<file path="config.mk">
export PLATFORM = sky130hd
export DESIGN_NAME = multi_policy_process_picker
export DESIGN_NICKNAME = d
export VERILOG_FILES = /design/src/sv/mpp_pkg.sv /design/src/sv/mpp_alu.sv /design/src/sv/multi_policy_process_picker.sv
export VERILOG_INCLUDE_DIRS = /design/src /design/src/sv
export SDC_FILE = /design/constraint.sdc
export NUM_CORES = 1
export LEC_CHECK = 0
export ABC_AREA = 1
export BUFFER_PORTS_ARGS = -buffer_cell sky130_fd_sc_hd__buf_2
export CORE_UTILIZATION = 45
export CTS_CLUSTER_SIZE = 14
export DETAILED_ROUTE_END_ITERATION = 16
export PLACE_DENSITY = 0.66
export SYNTH_ARGS = -nofsm -noshare
export SYNTH_HDL_FRONTEND = slang
export SYNTH_SLANG_ARGS = --single-unit
</file>
<file path="constraint.sdc">
create_clock -name clk_i -period 4.5 [get_ports clk_i]
set_input_delay 0 -clock clk_i [delete_from_list [all_inputs] [get_ports clk_i]]
set_output_delay 0 -clock clk_i [all_outputs]
set_load 0.02 [all_outputs]
</file>
<file path="src/sv/multi_policy_process_picker_macros.svh">
// Assertion macros shared by the process picker RTL.
`ifndef MULTI_POLICY_PROCESS_PICKER_MACROS_SVH
`define MULTI_POLICY_PROCESS_PICKER_MACROS_SVH

// Property that must hold at every clock edge outside reset.
`define MPP_ASSERT(label, prop, msg) \
  label: assert property (@(posedge clk_i) disable iff (!rst_ni) (prop)) else $error(msg);

// Implication whose consequent is checked in the cycle after its antecedent.
`define MPP_ASSERT_NEXT(label, ante, cons, msg) \
  label: assert property (@(posedge clk_i) disable iff (!rst_ni) (ante) |=> (cons)) \
    else $error(msg);

`endif

</file>
<file path="src/sv/mpp_pkg.sv">
// Types and constants of the multi-policy process picker.
package mpp_pkg;

  localparam int PID_BITS   = 10;
  localparam int TIME_BITS  = 16;
  localparam int POL_BITS   = 3;
  localparam int QUANT_BITS = 8;
  localparam int LIMIT_BITS = 16;
  localparam int CFG_BITS   = 16;
  localparam int CFG_IDX_BITS = 2;
  localparam int ALU_W      = TIME_BITS + 1;

  // Policy codes.
  localparam logic [POL_BITS-1:0] POL_FIFO = 3'd0;
  localparam logic [POL_BITS-1:0] POL_SJF  = 3'd1;
  localparam logic [POL_BITS-1:0] POL_STCF = 3'd2;
  localparam logic [POL_BITS-1:0] POL_RR   = 3'd3;
  localparam logic [POL_BITS-1:0] POL_MLFQ = 3'd4;

  // Configuration register indexes.
  localparam logic [CFG_IDX_BITS-1:0] CFG_POLICY  = 2'd0;
  localparam logic [CFG_IDX_BITS-1:0] CFG_QUANTUM = 2'd1;
  localparam logic [CFG_IDX_BITS-1:0] CFG_HIGH    = 2'd2;
  localparam logic [CFG_IDX_BITS-1:0] CFG_MEDIUM  = 2'd3;

  // Reset values of the configuration registers.
  localparam logic [QUANT_BITS-1:0] QUANTUM_RST = 8'd5;
  localparam logic [LIMIT_BITS-1:0] HIGH_RST    = 16'd5;
  localparam logic [LIMIT_BITS-1:0] MEDIUM_RST  = 16'd10;

  // MLFQ class keys.
  localparam logic [TIME_BITS-1:0] CLASS_HIGH   = 16'd0;
  localparam logic [TIME_BITS-1:0] CLASS_MEDIUM = 16'd1;
  localparam logic [TIME_BITS-1:0] CLASS_LOW    = 16'd2;

  typedef struct packed {
    logic [PID_BITS-1:0]  entry_pid;
    logic                 entry_blocked;
    logic [TIME_BITS-1:0] entry_total_time;
    logic [TIME_BITS-1:0] entry_executed_time;
    logic                 entry_last;
    logic [TIME_BITS-1:0] current_time;
    logic [PID_BITS-1:0]  running_pid;
    logic                 nothing_running;
  } in_item_t;

  typedef struct packed {
    logic [PID_BITS-1:0] chosen_pid;
    logic                chosen_valid;
  } out_item_t;

  // Result of the shared subtract unit.
  typedef struct packed {
    logic             borrow;
    logic [ALU_W-1:0] diff;
  } alu_res_t;

endpackage

</file>
<file path="src/sv/mpp_alu.sv">
// Shared subtract and compare unit of the process picker.
module mpp_alu import mpp_pkg::*; (
  input  logic [ALU_W-1:0] a_i,
  input  logic [ALU_W-1:0] b_i,
  output alu_res_t         res_o
);

  logic [ALU_W:0] wide;

  // One extra bit carries the borrow, which is set when a is below b.
  assign wide = {1'b0, a_i} - {1'b0, b_i};
  assign res_o.borrow = wide[ALU_W];
  assign res_o.diff   = wide[ALU_W-1:0];

endmodule

</file>
<file path="src/sv/multi_policy_process_picker.sv">
// Sequence: every entry passes S_IDLE and S_FIN; SJF/STCF/MLFQ entries that are not
// blocked add S_KEY and S_CMP (MLFQ adds S_KEY2 once the executed time reaches the high
// limit), round robin adds S_RR, and S_MOD runs the slice remainder bit by bit when the
// running pid meets its entry. A result is registered from S_FIN of the final entry;
// the final entry holds while an earlier result is stalled.
// Reset (asynchronous, active low) clears the sequencer and loads register defaults.
module multi_policy_process_picker import mpp_pkg::*; (
  input  logic                    clk_i,
  input  logic                    rst_ni,
  input  logic                    in_valid_i,
  output logic                    in_stall_o,
  input  in_item_t                in_data_i,
  output logic                    out_valid_o,
  input  logic                    out_stall_i,
  output out_item_t               out_data_o,
  input  logic                    cfg_we_i,
  input  logic [CFG_IDX_BITS-1:0] cfg_idx_i,
  input  logic [CFG_BITS-1:0]     cfg_wdata_i
);

  `include "multi_policy_process_picker_macros.svh"

  localparam int CNT_BITS = $clog2(TIME_BITS);

  localparam logic [2:0] S_IDLE = 3'd0;
  localparam logic [2:0] S_KEY  = 3'd1;
  localparam logic [2:0] S_KEY2 = 3'd2;
  localparam logic [2:0] S_CMP  = 3'd3;
  localparam logic [2:0] S_RR   = 3'd4;
  localparam logic [2:0] S_MOD  = 3'd5;
  localparam logic [2:0] S_FIN  = 3'd6;

  logic [2:0] state_q, state_d;

  logic [POL_BITS-1:0]   policy_q;
  logic [QUANT_BITS-1:0] quantum_q;
  logic [LIMIT_BITS-1:0] high_q, medium_q;

  in_item_t item_q;

  logic                 in_decision_q;
  logic [PID_BITS-1:0]  first_pid_q;
  logic [PID_BITS-1:0]  best_pid_q;
  logic [TIME_BITS-1:0] best_key_q;
  logic                 best_found_q;
  logic                 slice_q;
  logic                 take_next_q;
  logic [PID_BITS-1:0]  rot_pid_q;
  logic                 rot_found_q;

  logic [TIME_BITS-1:0]  key_q;
  logic [QUANT_BITS-1:0] rem_q;
  logic [CNT_BITS-1:0]   cnt_q;

  logic      out_valid_q;
  out_item_t out_data_q;

  logic [ALU_W-1:0] alu_a, alu_b;
  alu_res_t         alu_res;

  logic                  accept;
  logic                  out_free;
  logic                  out_load;
  logic [QUANT_BITS-1:0] q_eff;
  logic [QUANT_BITS:0]   shifted;
  logic [QUANT_BITS-1:0] rem_next;
  logic                  rr_match;
  out_item_t             result;

  assign accept     = in_valid_i && (state_q == S_IDLE);
  assign in_stall_o = (state_q != S_IDLE);
  assign out_free   = !out_valid_q || !out_stall_i;
  assign out_load   = (state_q == S_FIN) && item_q.entry_last && out_free;
  assign q_eff      = (quantum_q == '0) ? QUANT_BITS'(1) : quantum_q;

  // Next partial remainder: shift in one bit of the current time, subtract on fit.
  assign shifted  = {rem_q, item_q.current_time[cnt_q]};
  assign rem_next = alu_res.borrow ? shifted[QUANT_BITS-1:0]
                                   : alu_res.diff[QUANT_BITS-1:0];

  // The running pid is recognized only once, before the slice outcome is known.
  assign rr_match = !slice_q && !take_next_q && !rot_found_q &&
                    (item_q.entry_pid == item_q.running_pid);

  // Operand selection for the shared subtractor.
  always_comb begin
    alu_a = '0;
    alu_b = '0;
    case (state_q)
      S_KEY: begin
        if (policy_q == POL_STCF) begin
          alu_a = ALU_W'(item_q.entry_total_time);
          alu_b = ALU_W'(item_q.entry_executed_time);
        end else if (policy_q == POL_MLFQ) begin
          alu_a = ALU_W'(item_q.entry_executed_time);
          alu_b = ALU_W'(high_q);
        end else begin
          alu_a = ALU_W'(item_q.entry_total_time);
        end
      end
      S_KEY2: begin
        alu_a = ALU_W'(item_q.entry_executed_time);
        alu_b = ALU_W'(medium_q);
      end
      S_CMP: begin
        alu_a = ALU_W'(key_q);
        alu_b = ALU_W'(best_key_q);
      end
      S_MOD: begin
        alu_a = ALU_W'(shifted);
        alu_b = ALU_W'(q_eff);
      end
      default: begin
        alu_a = '0;
        alu_b = '0;
      end
    endcase
  end

  mpp_alu u_alu (
    .a_i   (alu_a),
    .b_i   (alu_b),
    .res_o (alu_res)
  );

  // Decision outcome, formed from the final entry and the scan state.
  always_comb begin
    result = '0;
    case (policy_q)
      POL_SJF, POL_STCF: begin
        if (item_q.nothing_running) begin
          result = '{chosen_pid: first_pid_q, chosen_valid: 1'b1};
        end else if (best_found_q) begin
          result = '{chosen_pid: best_pid_q, chosen_valid: 1'b1};
        end
      end
      POL_MLFQ: begin
        if (best_found_q) begin
          result = '{chosen_pid: best_pid_q, chosen_valid: 1'b1};
        end
      end
      POL_RR: begin
        if (item_q.nothing_running) begin
          result = '{chosen_pid: first_pid_q, chosen_valid: 1'b1};
        end else if (slice_q) begin
          result = '{chosen_pid: item_q.running_pid, chosen_valid: 1'b1};
        end else if (rot_found_q) begin
          result = '{chosen_pid: rot_pid_q, chosen_valid: 1'b1};
        end else if (take_next_q) begin
          result = '{chosen_pid: first_pid_q, chosen_valid: 1'b1};
        end
      end
      default: begin
        result = '{chosen_pid: first_pid_q, chosen_valid: 1'b1};
      end
    endcase
  end

  // Sequencer next state.
  always_comb begin
    state_d = state_q;
    case (state_q)
      S_IDLE: begin
        if (accept) begin
          if (policy_q == POL_RR) begin
            state_d = S_RR;
          end else if ((policy_q == POL_SJF || policy_q == POL_STCF ||
                        policy_q == POL_MLFQ) && !in_data_i.entry_blocked) begin
            state_d = S_KEY;
          end else begin
            state_d = S_FIN;
          end
        end
      end
      S_KEY: begin
        if (policy_q == POL_MLFQ && !alu_res.borrow) begin
          state_d = S_KEY2;
        end else begin
          state_d = S_CMP;
        end
      end
      S_KEY2: state_d = S_CMP;
      S_CMP:  state_d = S_FIN;
      S_RR: begin
        if (!(take_next_q && !rot_found_q) && rr_match) begin
          state_d = S_MOD;
        end else begin
          state_d = S_FIN;
        end
      end
      S_MOD: begin
        if (cnt_q == '0) begin
          state_d = S_FIN;
        end
      end
      S_FIN: begin
        if (!item_q.entry_last || out_free) begin
          state_d = S_IDLE;
        end
      end
      default: state_d = S_IDLE;
    endcase
  end

  always_ff @(posedge clk_i or negedge rst_ni) begin
    if (!rst_ni) begin
      state_q <= S_IDLE;
    end else begin
      state_q <= state_d;
    end
  end

  // Configuration registers.
  always_ff @(posedge clk_i or negedge rst_ni) begin
    if (!rst_ni) begin
      policy_q  <= POL_FIFO;
      quantum_q <= QUANTUM_RST;
      high_q    <= HIGH_RST;
      medium_q  <= MEDIUM_RST;
    end else if (cfg_we_i) begin
      case (cfg_idx_i)
        CFG_POLICY:  policy_q  <= cfg_wdata_i[POL_BITS-1:0];
        CFG_QUANTUM: quantum_q <= cfg_wdata_i[QUANT_BITS-1:0];
        CFG_HIGH:    high_q    <= cfg_wdata_i[LIMIT_BITS-1:0];
        CFG_MEDIUM:  medium_q  <= cfg_wdata_i[LIMIT_BITS-1:0];
        default: begin
        end
      endcase
    end
  end

  // Entry capture and working registers of the shared unit.
  always_ff @(posedge clk_i) begin
    if (accept) begin
      item_q <= in_data_i;
    end
    case (state_q)
      S_KEY: begin
        if (policy_q == POL_STCF) begin
          key_q <= alu_res.borrow ? '0 : alu_res.diff[TIME_BITS-1:0];
        end else if (policy_q == POL_MLFQ) begin
          key_q <= CLASS_HIGH;
        end else begin
          key_q <= item_q.entry_total_time;
        end
      end
      S_KEY2: key_q <= alu_res.borrow ? CLASS_MEDIUM : CLASS_LOW;
      S_RR: begin
        rem_q <= '0;
        cnt_q <= CNT_BITS'(TIME_BITS - 1);
      end
      S_MOD: begin
        rem_q <= rem_next;
        cnt_q <= cnt_q - CNT_BITS'(1);
      end
      default: begin
      end
    endcase
  end

  // Scan state across the entries of one decision.
  always_ff @(posedge clk_i or negedge rst_ni) begin
    if (!rst_ni) begin
      in_decision_q <= 1'b0;
      first_pid_q   <= '0;
      best_pid_q    <= '0;
      best_key_q    <= '0;
      best_found_q  <= 1'b0;
      slice_q       <= 1'b0;
      take_next_q   <= 1'b0;
      rot_pid_q     <= '0;
      rot_found_q   <= 1'b0;
    end else begin
      // The first entry of a list opens a fresh decision.
      if (accept && !in_decision_q) begin
        in_decision_q <= 1'b1;
        first_pid_q   <= in_data_i.entry_pid;
        best_pid_q    <= '0;
        best_key_q    <= '0;
        best_found_q  <= 1'b0;
        slice_q       <= 1'b0;
        take_next_q   <= 1'b0;
        rot_pid_q     <= '0;
        rot_found_q   <= 1'b0;
      end
      case (state_q)
        S_CMP: begin
          if (!best_found_q || alu_res.borrow) begin
            best_pid_q   <= item_q.entry_pid;
            best_key_q   <= key_q;
            best_found_q <= 1'b1;
          end
        end
        S_RR: begin
          if (take_next_q && !rot_found_q) begin
            rot_pid_q   <= item_q.entry_pid;
            rot_found_q <= 1'b1;
          end
        end
        S_MOD: begin
          // A zero remainder marks a slice end: hand over to the next entry.
          if (cnt_q == '0) begin
            if (rem_next != '0) begin
              slice_q <= 1'b1;
            end else begin
              take_next_q <= 1'b1;
            end
          end
        end
        S_FIN: begin
          if (item_q.entry_last && out_free) begin
            in_decision_q <= 1'b0;
          end
        end
        default: begin
        end
      endcase
    end
  end

  // Output register; a final entry waits while the previous result is still stalled.
  always_ff @(posedge clk_i or negedge rst_ni) begin
    if (!rst_ni) begin
      out_valid_q <= 1'b0;
    end else if (out_load) begin
      out_valid_q <= 1'b1;
    end else if (!out_stall_i) begin
      out_valid_q <= 1'b0;
    end
  end

  always_ff @(posedge clk_i) begin
    if (out_load) begin
      out_data_q <= result;
    end
  end

  assign out_valid_o = out_valid_q;
  assign out_data_o  = out_data_q;

  // A result is only ever produced by the finishing step of a final entry.
  `MPP_ASSERT(a_out_from_fin, !$rose(out_valid_q) || $past(out_load), "stray result")
  // An empty result carries a zero pid.
  `MPP_ASSERT(a_empty_pid, result.chosen_valid || result.chosen_pid == '0, "pid on empty pick")
  // The rotation target is only taken after a slice end was seen.
  `MPP_ASSERT(a_rot_after_take, !rot_found_q || take_next_q, "rotation pid without slice end")
  // The remainder loop runs all of its bits before finishing.
  `MPP_ASSERT_NEXT(a_mod_runs, state_q == S_MOD && cnt_q != '0, state_q == S_MOD, "loop cut short")

endmodule

</file>
==> summary.md, run 1 <==
| Metric | Value |
|---|---|
| Share of layout cells above drive strength 1 | 17.50% |
| FILL cells | 1935 |
| Worst Reg-to-Reg Cells | 17 |
| Chip height | 152.7 um |
| Post-route minimum period | 3.983 ns |
| Async S/R FF share, synth | 47.34% |
| Core area | 22030 sq um |
| Avg Inst Size Synth | 9.616 sq um |
| Hold_sp | in_data_i[60] |
| Clock Latency Late Sink | 0.52 ns |
| Crit path max-delay cell type | edfxtp_1 |
| First-pass GRT wire length | 43.45 mm |
| Post-route cell area | 12700 sq um |
| CTS buffer count | 23 |
| I/O pins | 107 |
| Crit Path Category | flip-flop to flip-flop |
| Crit-path max cell delay | 0.56 ns |
| Most numerous cell in the Yosys netlist | nand2_1 |
| Cell leakage power | 0.005399 uW |
| Netlist cell types | 53 |
| Crit path to | key_q[10] |
| WP data arrival | 4.23 ns |
| Slew HR | 28.09% |
| Hold_buf cts | 93 |
| Max-cap viol count | 0 |
| Grt ovf | 0 |
| Post-route setup TNS | 0 ns |
| Max clock buf depth | 3 |
| CP Data Required Time | 4.75 ns |
| DP Area | 11030 sq um |
| Fin. Hold Viols | 0 |
| Area contributors post-synth | edfxtp_1, dfrtp_1, nand2_1, o21ai_0, a21oi_1 |
| Register area | 5733 sq um |
| Synth Register Bits | 207 |
| Max-slew violation count | 0 |
| Final antenna diode count | 0 |
| Worst reg2reg endpoint | key_q[10] |
| DR WL/cell | 17.64 um |
| Final setup vio count | 0 |
| CTS resizes | 0 |
| Mapped Area | 10220 sq um |
| CTS HTree Levels | 1 |
| DR iter-0 viols | 744 |
| Average vias per placed instance | 5.440 |
| Yosys warnings | 0 |
| Worst setup EP type | flip-flop |
| P per Cell Area | 700.8 nW/um^2 |
| Period Utilization, post-route | 88.51% |
| CTS tree | yes |
| Width of the die | 152.7 um |
| DR WL met3 | 1.910 mm |
| Routed wl met2 | 12.76 mm |
| Initial antenna violation count | 0 |
| Clk_skew | 0.02802 ns |
| Vias post-DR | 8454 |
| Fin nets | 1369 |
| Tot GR Track Use | 23.70% |
| CP startpoint | cnt_q[0] |
| Worst r2r src | cnt_q[0] |
| Worst-path clk slew | 0.06 ns |
| Multi-input logic area | 3920 sq um |
| Router iterations before antenna repair | 13 |
| VDD IR max | 331.0 uV |
| CTS root buffer | clkbuf_16 |
| Number of enable flip-flop cells after synthesis | 109 |
| CP Launch Type | flip-flop |
| Max Freq | 251.1 MHz |
| Synthesis-to-layout area growth | 24.22% |
| Status | finished with violations |
| Gpl congestion | 0.9169 |
| DIE AREA | 23320 sq um |
| Sequential cell area fraction in the yosys report | 56.08% |
| Clk sink count | 207 |
| Synth top area share | 32.02% |
| Hold_ws | 0.05940 ns |
| Synth Instances | 1063 |
| Largest net degree at the start of global routing | 72 |
| Synth area leader | edfxtp_1 |
| Vias in the first global route | 7965 |
| Syn Nets | 1175 |
| Cell mode on critical path | nand2_1 |
| M1 WL | 12.08 mm |
| Post-route ant nets | 0 |
| HP Class | input port to flip-flop |
| DR DRC count | 1 |
| Crit-path cells | clkinv_1 -> o21ai_0 -> nand3_1 -> nand2_1 -> nand2_1 -> a221oi_1 -> ha_1 -> inv_1 -> fa_1 -> nand2_1 -> nand2_1 -> and2_1 -> a21oi_1 -> o21ai_0 -> or2_2 -> nand3_1 -> a21oi_1 |
| Final wirelength | 27.42 mm |
| Worst Tran Pin Value | 1.076 ns |
| R2R Setup Slk | 0.52 ns |
| RSZ-0062 raised after global routing | false |
| Port bufs | 106 |
| Crit path max fanout | 12 |
| Top_reg_cell synth | edfxtp_1 |
| Initial Util | 46.41% |
| Top layer in use | met4 |
| Post-CTS Setup Inserts | 0 |
| Detailed Place HPWL | 18.02 mm |
| Core Rows | 54 |
| Failing checks | design-rule violations |
| Commonest cells in the netlist | nand2_1, o21ai_0, edfxtp_1 |
-- report_power, final --
group | internal (uW) | switching, uW | leakage, uW
logic | 1380 | 2730 | 0.00281
registers | 2630 | 318 | 0.00223
clock network | 1090 | 758 | 0.000357
total | 5100 | 3800 | 0.00540
-- area by class of cell --
cell class                 instances  share of cell area (%)
sequential                       207                   45.15
multi-input combinational        715                   30.87
timing repair buffer             214                   12.51
clock buffer                      30                   4.897
inverter                          96                   2.917
tap                              280                   2.759
clock inverter                    12                  0.8966
-- per-layer routing --
metal	up-vias	global-route usage (%)
li1	4095	-
met2	317	37.88
met1	3992	33.48
met4	0	6.109
met3	50	4.096
met5	-	0
-- flip-flops by register name (all words and copies together), names as in the netlist, 3 cells and up --
name	cells
out_data_o	11
high_q	16
state_q	3
rem_q	8
cnt_q	4
best_key_q	16
best_pid_q	10
policy_q	3
rot_pid_q	10
key_q	16
first_pid_q	10
item_q	70
quantum_q	8
medium_q	16
-- stage by stage --
stage | setup WS (ns) | power, uW | std cells | utilization, %
after floorplan | 0.8684 | 5887 | 1063 | -
after global placement | 0.5835 | 6872 | 1419 | 50.09
after detailed placement | 0.5761 | 6923 | 1419 | 50.09
after CTS | 0.5548 | 8866 | 1554 | 57.65
after global routing | 0.1353 | 9500 | 1554 | 57.65
final | 0.5170 | 8898 | 1554 | 57.65
-- kinds of logic (layout without fill, tap and decap cells) --
kind of cell / after synthesis / after routing / share of synthesized area (%)
buffers and inverters: 141 / 352 / 5.741
flip-flops: 207 / 207 / 56.08
AND/OR/NAND/NOR: 390 / 390 / 17.59
XOR/XNOR: 17 / 17 / 1.457
AO/OA/AOI/OAI: 290 / 290 / 16.85
adder cells (fa/ha/maj): 18 / 18 / 2.277
-- worst min path at each step --
| stage | end | slack (ns) | depth (start not counted) |
|---|---|---|---|
| after floorplan | best_found_q | -0.30 | 0 |
| final | state_q[1] | 0.06 | 6 |
| after global routing | state_q[1] | 0.08 | 6 |
| after CTS | state_q[1] | 0.04 | 6 |
| after global placement | first_pid_q[4] | 0.14 | 1 |
| after detailed placement | first_pid_q[4] | 0.14 | 1 |
-- placed cells by master, fill, tap and decap left out, drive strengths merged, types with 30 or more instances in the layout --
cell,netlist,routed
o21ai,163,163
nand2,215,215
dfrtp,92,92
nor2,64,64
clkbuf,38,30
a21oi,72,72
edfxtp,109,109
inv,93,95
buf,7,121
nand3,77,77
dlygate4sd3,0,93
-- critical path, delay by kind of cell (launching register included) --
kind	cells	cell delay (ns)
adders and majority gates	2	0.71
DFF	1	0.56
AOI/OAI and AO/OA	5	1.02
buffers and inverters	2	0.42
and+or+nand+nor	8	1.00
(Power assumes the default switching activity.)
==> run 2: changes to the inputs <==
- CORE_UTILIZATION: 45 -> 40
- PLACE_DENSITY: 0.66 -> unset
- SYNTH_HIERARCHICAL: unset -> 1
==> summary.md, run 2 <==
| Metric | Value |
|---|---|
| I/O pins | 107 |
| Synth Instances | 1216 |
| Reg power frac | 32.6% |
| RSZ-0062 raised after global routing | false |
| Post-route setup TNS | 0 ns |
| Worst-path clk slew | 0.06 ns |
| Fin. Hold Viols | 0 |
| Post-route ant nets | 0 |
| Clk sink count | 207 |
| HP Class | input port to async pin |
| Final WS setup | 0.5137 ns |
| Largest register FFs | 70 |
| Initial antenna violation count | 1 |
| Max-slew violation count | 0 |
| Switch share | 41.94% |
| Grt ovf | 0 |
| P_int | 5104 uW |
| VDD IR max | 323.7 uV |
| Tot GR Track Use | 20.84% |
| Crit path max fanout | 18 |
| DIE AREA | 26890 sq um |
| DR DRC count | 0 |
| Most frequent cells in the layout | nand2_1, inv_1, o21ai_0, edfxtp_1, buf_2 |
| Mapped Area | 10500 sq um |
| Biggest register | item_q |
| Pre-CTS setup slack | 0.6310 ns |
| Initial Util | 41.20% |
| Vias in the first global route | 8467 |
| DR iter-0 viols | 860 |
| Post-route minimum period | 3.986 ns |
| CP Launch Type | flip-flop |
| Clock power frac | 22.4% |
| NetSw | 3687 uW |
| Cell leakage power | 0.006038 uW |
| CTS root buffer | clkbuf_16 |
| Crit Path Category | flip-flop to flip-flop |
| Final setup vio count | 0 |
| CP Data Required Time | 4.92 ns |
| Worst Tran Pin Value | 1.092 ns |
| Detailed Place HPWL | 18.64 mm |
| Clock Latency Late Sink | 0.53 ns |
| Max-cap viol count | 0 |
| Clk_skew | 0.01826 ns |
| Fin nets | 1520 |
| Max clock buf depth | 3 |
| Core Rows | 58 |
| Average vias per placed instance | 5.002 |
| Status | completed |
| CTS tree | yes |
| Share of layout cells above drive strength 1 | 14.18% |
| Core area | 25470 sq um |
| Final wirelength | 27.12 mm |
| Pwr Total | 8791 uW |
| Synthesis-to-layout area growth | 24.77% |
| Avg Inst Size Synth | 8.631 sq um |
| Comb pwr share | 44.9% |
| Width of the die | 164.0 um |
| Router iterations before antenna repair | 5 |
| Chip height | 164.0 um |
| Port bufs | 106 |
| First-pass GRT wire length | 44.17 mm |
| P per Cell Area | 671.3 nW/um^2 |
| DR WL/cell | 15.44 um |
| CTS buffer count | 24 |
| Gpl congestion | 0.8835 |
| Period Utilization, post-route | 88.58% |
| CTS HTree Levels | 1 |
| WP data arrival | 4.41 ns |
| Commonest non-fill, non-tap cell in the layout | nand2_1 |
| Max Freq | 250.9 MHz |
| Slew HR | 26.90% |
| Post-CTS Setup Inserts | 0 |
| Worst setup EP type | flip-flop |
| Vias post-DR | 8784 |
| Largest net degree at the start of global routing | 72 |
| Yosys warnings | 6 |
==> run 2: repair_timing <==
action / CTS / global route
hold buffers: 93 / 0
resized for setup: 0 / 0
endpoints found under the hold margin: 188 / 0
==> run 2: final cells by class <==
cell class | count | area, sq um
Clock inverter | 8 | 78.83
Tap cell | 330 | 412.9
Clock buffer | 36 | 737.0
Multi-Input combinational cell | 782 | 3894
Inverter | 180 | 675.6
Sequential cell | 207 | 5733
Fill cell | 2415 | 12380
Timing Repair Buffer | 212 | 1562
Antenna cell | 1 | 2.502
==> run 2: power groups by stage <==
stage               Combinational [uW]  Clock, uW  Sequential (uW)
CTS                               3900       2020             2860
global placement                  3800          0             2880
detailed placement                3810          0             2890
global route                      4430       2090             2920
floorplan                         2860          0             2820
finish                            3950       1970             2870
==> run 2: through the flow <==
stage	instances	utilization (%)	area (sq um)	hold WS (ns)
after floorplan	1217	-	10500	-0.2956
after global placement	1618	44.54	11350	0.1760
after detailed placement	1618	44.54	11350	0.1781
after CTS	1755	51.40	13090	0.1485
after global routing	1756	51.41	13100	0.1552
final	1756	51.41	13100	0.1261
==> run 2: path summary, 6_finish.rpt <==
| check | startpoint | endpoint | slack [ns] | depth (start not counted) |
|---|---|---|---|---|
| worst max register to register | state_q[2] | slice_q | 0.51 | 26 |
| max in group asynchronous | rst_ni | medium_q[1] | 3.29 | 3 |
| worst max-delay path | state_q[2] | slice_q | 0.51 | 26 |
| worst min-delay path | rst_ni | out_valid_o | 0.13 | 2 |
| worst min register to register | first_pid_q[0] | first_pid_q[0] | 0.48 | 2 |
| min in group clk_i | in_data_i[13] | item_q[13] | 0.17 | 2 |
==> run 2: worst max-delay path: stages, from the launching register on <==
cell	delay, ns
dfrtp_1	0.55
inv_2	0.10
nor2_2	0.13
inv_2	0.06
nor2_4	0.41
inv_2	0.26
o22ai_1	0.19
a21oi_1	0.06
o21ai_0	0.12
ha_1	0.32
nand2_1	0.09
nand2_1	0.05
nand2_1	0.08
nand2_1	0.05
nand2_1	0.07
nand3_1	0.09
a21oi_1	0.16
buf_4	0.25
inv_1	0.12
nand2_1	0.08
o21ai_0	0.10
inv_1	0.08
nand4_1	0.09
nor2_1	0.18
nand3_1	0.10
nand2_1	0.07
nand2_1	0.04
==> run 2: per-layer routing <==
metal | vias up | wire (um) | GRT usage (%)
met5 | - | 0 | 0
met4 | 0 | 469 | 5.093
met3 | 41 | 1813 | 3.182
met2 | 292 | 11250 | 30.72
met1 | 4069 | 13580 | 31.81
li1 | 4382 | - | -
==> run 3: changes to the inputs <==
- CORE_ASPECT_RATIO: unset -> 0.5
==> summary.md, run 3 (synthesis results as in run 2) <==
| Metric | Value |
|---|---|
| Gpl congestion | 0.9497 |
| Hold EP | state_q[1] |
| Biggest register | item_q |
| VDD IR max | 325.1 uV |
| Crit Path Category | flip-flop to flip-flop |
| Post-route minimum period | 3.907 ns |
| Reg power frac | 32.7% |
| P_int | 5106 uW |
| Largest net degree at the start of global routing | 72 |
| Worst Tran Pin Value | 1.191 ns |
| Post-route non-filler standard cell count | 1763 |
| M1 WL | 12.77 mm |
| Switch share | 41.73% |
| Width of the die | 231.1 um |
| Average vias per placed instance | 4.984 |
| DR WL met3 | 1.107 mm |
| Fin nets | 1517 |
| Max clock buf depth | 3 |
| Worst setup EP type | flip-flop |
| Routed wl met2 | 13.33 mm |
| Fin. Hold Viols | 0 |
| Hold_buf cts | 93 |
| Core Rows | 41 |
| Final setup vio count | 0 |
| CTS HTree Levels | 1 |
| Share of layout cells above drive strength 1 | 13.74% |
| Largest register FFs | 70 |
| DR WL/cell | 15.78 um |
| Port bufs | 106 |
| Vias in the first global route | 8808 |
| CTS resizes | 0 |
| Synthesis-to-layout area growth | 24.30% |
| Clk_skew | 0.01089 ns |
| Max-cap viol count | 0 |
| First-pass GRT wire length | 44.88 mm |
| RSZ-0062 raised after global routing | false |
| Clock power frac | 22.2% |
| CP Launch Type | flip-flop |
| DIE AREA | 26930 sq um |
| Grt ovf | 0 |
| HP Class | input port to flip-flop |
| CP Data Required Time | 4.91 ns |
| CTS buffer count | 21 |
| Worst hold path depth | 6 |
| Max-slew violation count | 0 |
| Max Freq | 256.0 MHz |
| Worst reg2reg endpoint | slice_q |
| NetSw | 3656 uW |
| Post-route ant nets | 0 |
| Top layer in use | met4 |
| Cell leakage power | 0.005995 uW |
| Initial Util | 41.16% |
| Worst r2r src | state_q[2] |
| Comb pwr share | 45.0% |
| Period Utilization, post-route | 86.81% |
| Final wirelength | 27.83 mm |
| Tot GR Track Use | 21.24% |
| R2R Setup Slk | 0.59 ns |
| CTS tree | yes |
| Placed cells | 1632 |
| Status | completed |
| Commonest non-fill, non-tap cell in the layout | nand2_1 |
| I/O pins | 107 |
| CTS root buffer | clkbuf_16 |
| Hold_sp | in_data_i[60] |
| Clock Latency Late Sink | 0.52 ns |
| P per Cell Area | 671.7 nW/um^2 |
| Initial antenna violation count | 0 |
| WP data arrival | 4.32 ns |
| Router iterations before antenna repair | 6 |
| Post-CTS Setup Inserts | 0 |
| Chip height | 116.5 um |
| Core area | 25500 sq um |
| Detailed Place HPWL | 18.89 mm |
| Worst Reg-to-Reg Cells | 24 |
| Crit path max fanout | 14 |
| Post-route setup TNS | 0 ns |
| Most frequent cells in the layout | nand2_1, inv_1, o21ai_0, edfxtp_1, buf_2 |
| Slew HR | 20.32% |
| DR DRC count | 0 |
| Vias post-DR | 8787 |
| Worst-path clk slew | 0.07 ns |
| Final antenna diode count | 0 |
| DR iter-0 viols | 767 |
| Clk sink count | 207 |
-- run 3: power groups by stage --
stage / combinational, uW / sequential, uW / clock [uW]
floorplan: 2860 / 2820 / 0
global placement: 3790 / 2890 / 0
detailed placement: 3830 / 2900 / 0
CTS: 3920 / 2870 / 2000
global route: 4470 / 2920 / 2060
finish: 3950 / 2870 / 1950
-- run 3: worst max-delay path: stages, from the launching register on --
cell and delay (ns):
dfrtp_1 0.52, inv_2 0.10, nor2_2 0.13, inv_2 0.06, nor2_4 0.22, inv_2 0.20, o22ai_1 0.17, a21oi_1 0.06
o21ai_0 0.11, ha_1 0.31, nand2_1 0.10, nand2_1 0.06, nand2_1 0.09, nand2_1 0.06, nand2_1 0.07, nand3_1 0.10
a21oi_1 0.45, buf_4 0.29, nor2_1 0.08, a21oi_1 0.18, nand3_1 0.09, nor2_1 0.17, nand3_1 0.10, nand2_1 0.06
nand2_1 0.04
-- run 3: per-stage QoR --
step / worst slack (ns) / instance area (sq um) / utilization (%) / total power [uW] / hold slack, ns
CTS: 0.5793 / 13050 / 51.17 / 8790 / 0.009101
floorplan: 1.009 / 10500 / - / 5687 / -0.2956
global route: 0.1048 / 13050 / 51.17 / 9458 / 0.06222
detailed placement: 0.5724 / 11360 / 44.55 / 6731 / 0.1630
global placement: 0.6953 / 11360 / 44.55 / 6679 / 0.1590
finish: 0.5934 / 13050 / 51.17 / 8762 / 0.01939
-- run 3: area by class of cell --
type	count	area, sq um
inverter	180	675.6
tap	344	430.4
fill	2330	12450
timing repair buffer	212	1562
clock buffer	29	575.6
clock inverter	9	181.4
multi-input combinational	782	3887
sequential	207	5733
-- run 3: layer usage --
metal  GRT usage, %  vias to the layer above
li1               -                     4383
met1          27.68                     4165
met2          37.28                      190
met3          3.442                       49
met4          5.254                        0
met5              0                        -
-- run 3: how the worst max path moves through the flow --
stage	cells past startpoint	startpoint	endpoint	slack [ns]
finish	24	state_q[2]	slice_q	0.59
global route	24	state_q[2]	slice_q	0.10
CTS	23	state_q[2]	slice_q	0.58
detailed placement	23	state_q[2]	slice_q	0.57
global placement	23	state_q[2]	slice_q	0.70
floorplan	21	state_q[2]	key_q[0]	1.01
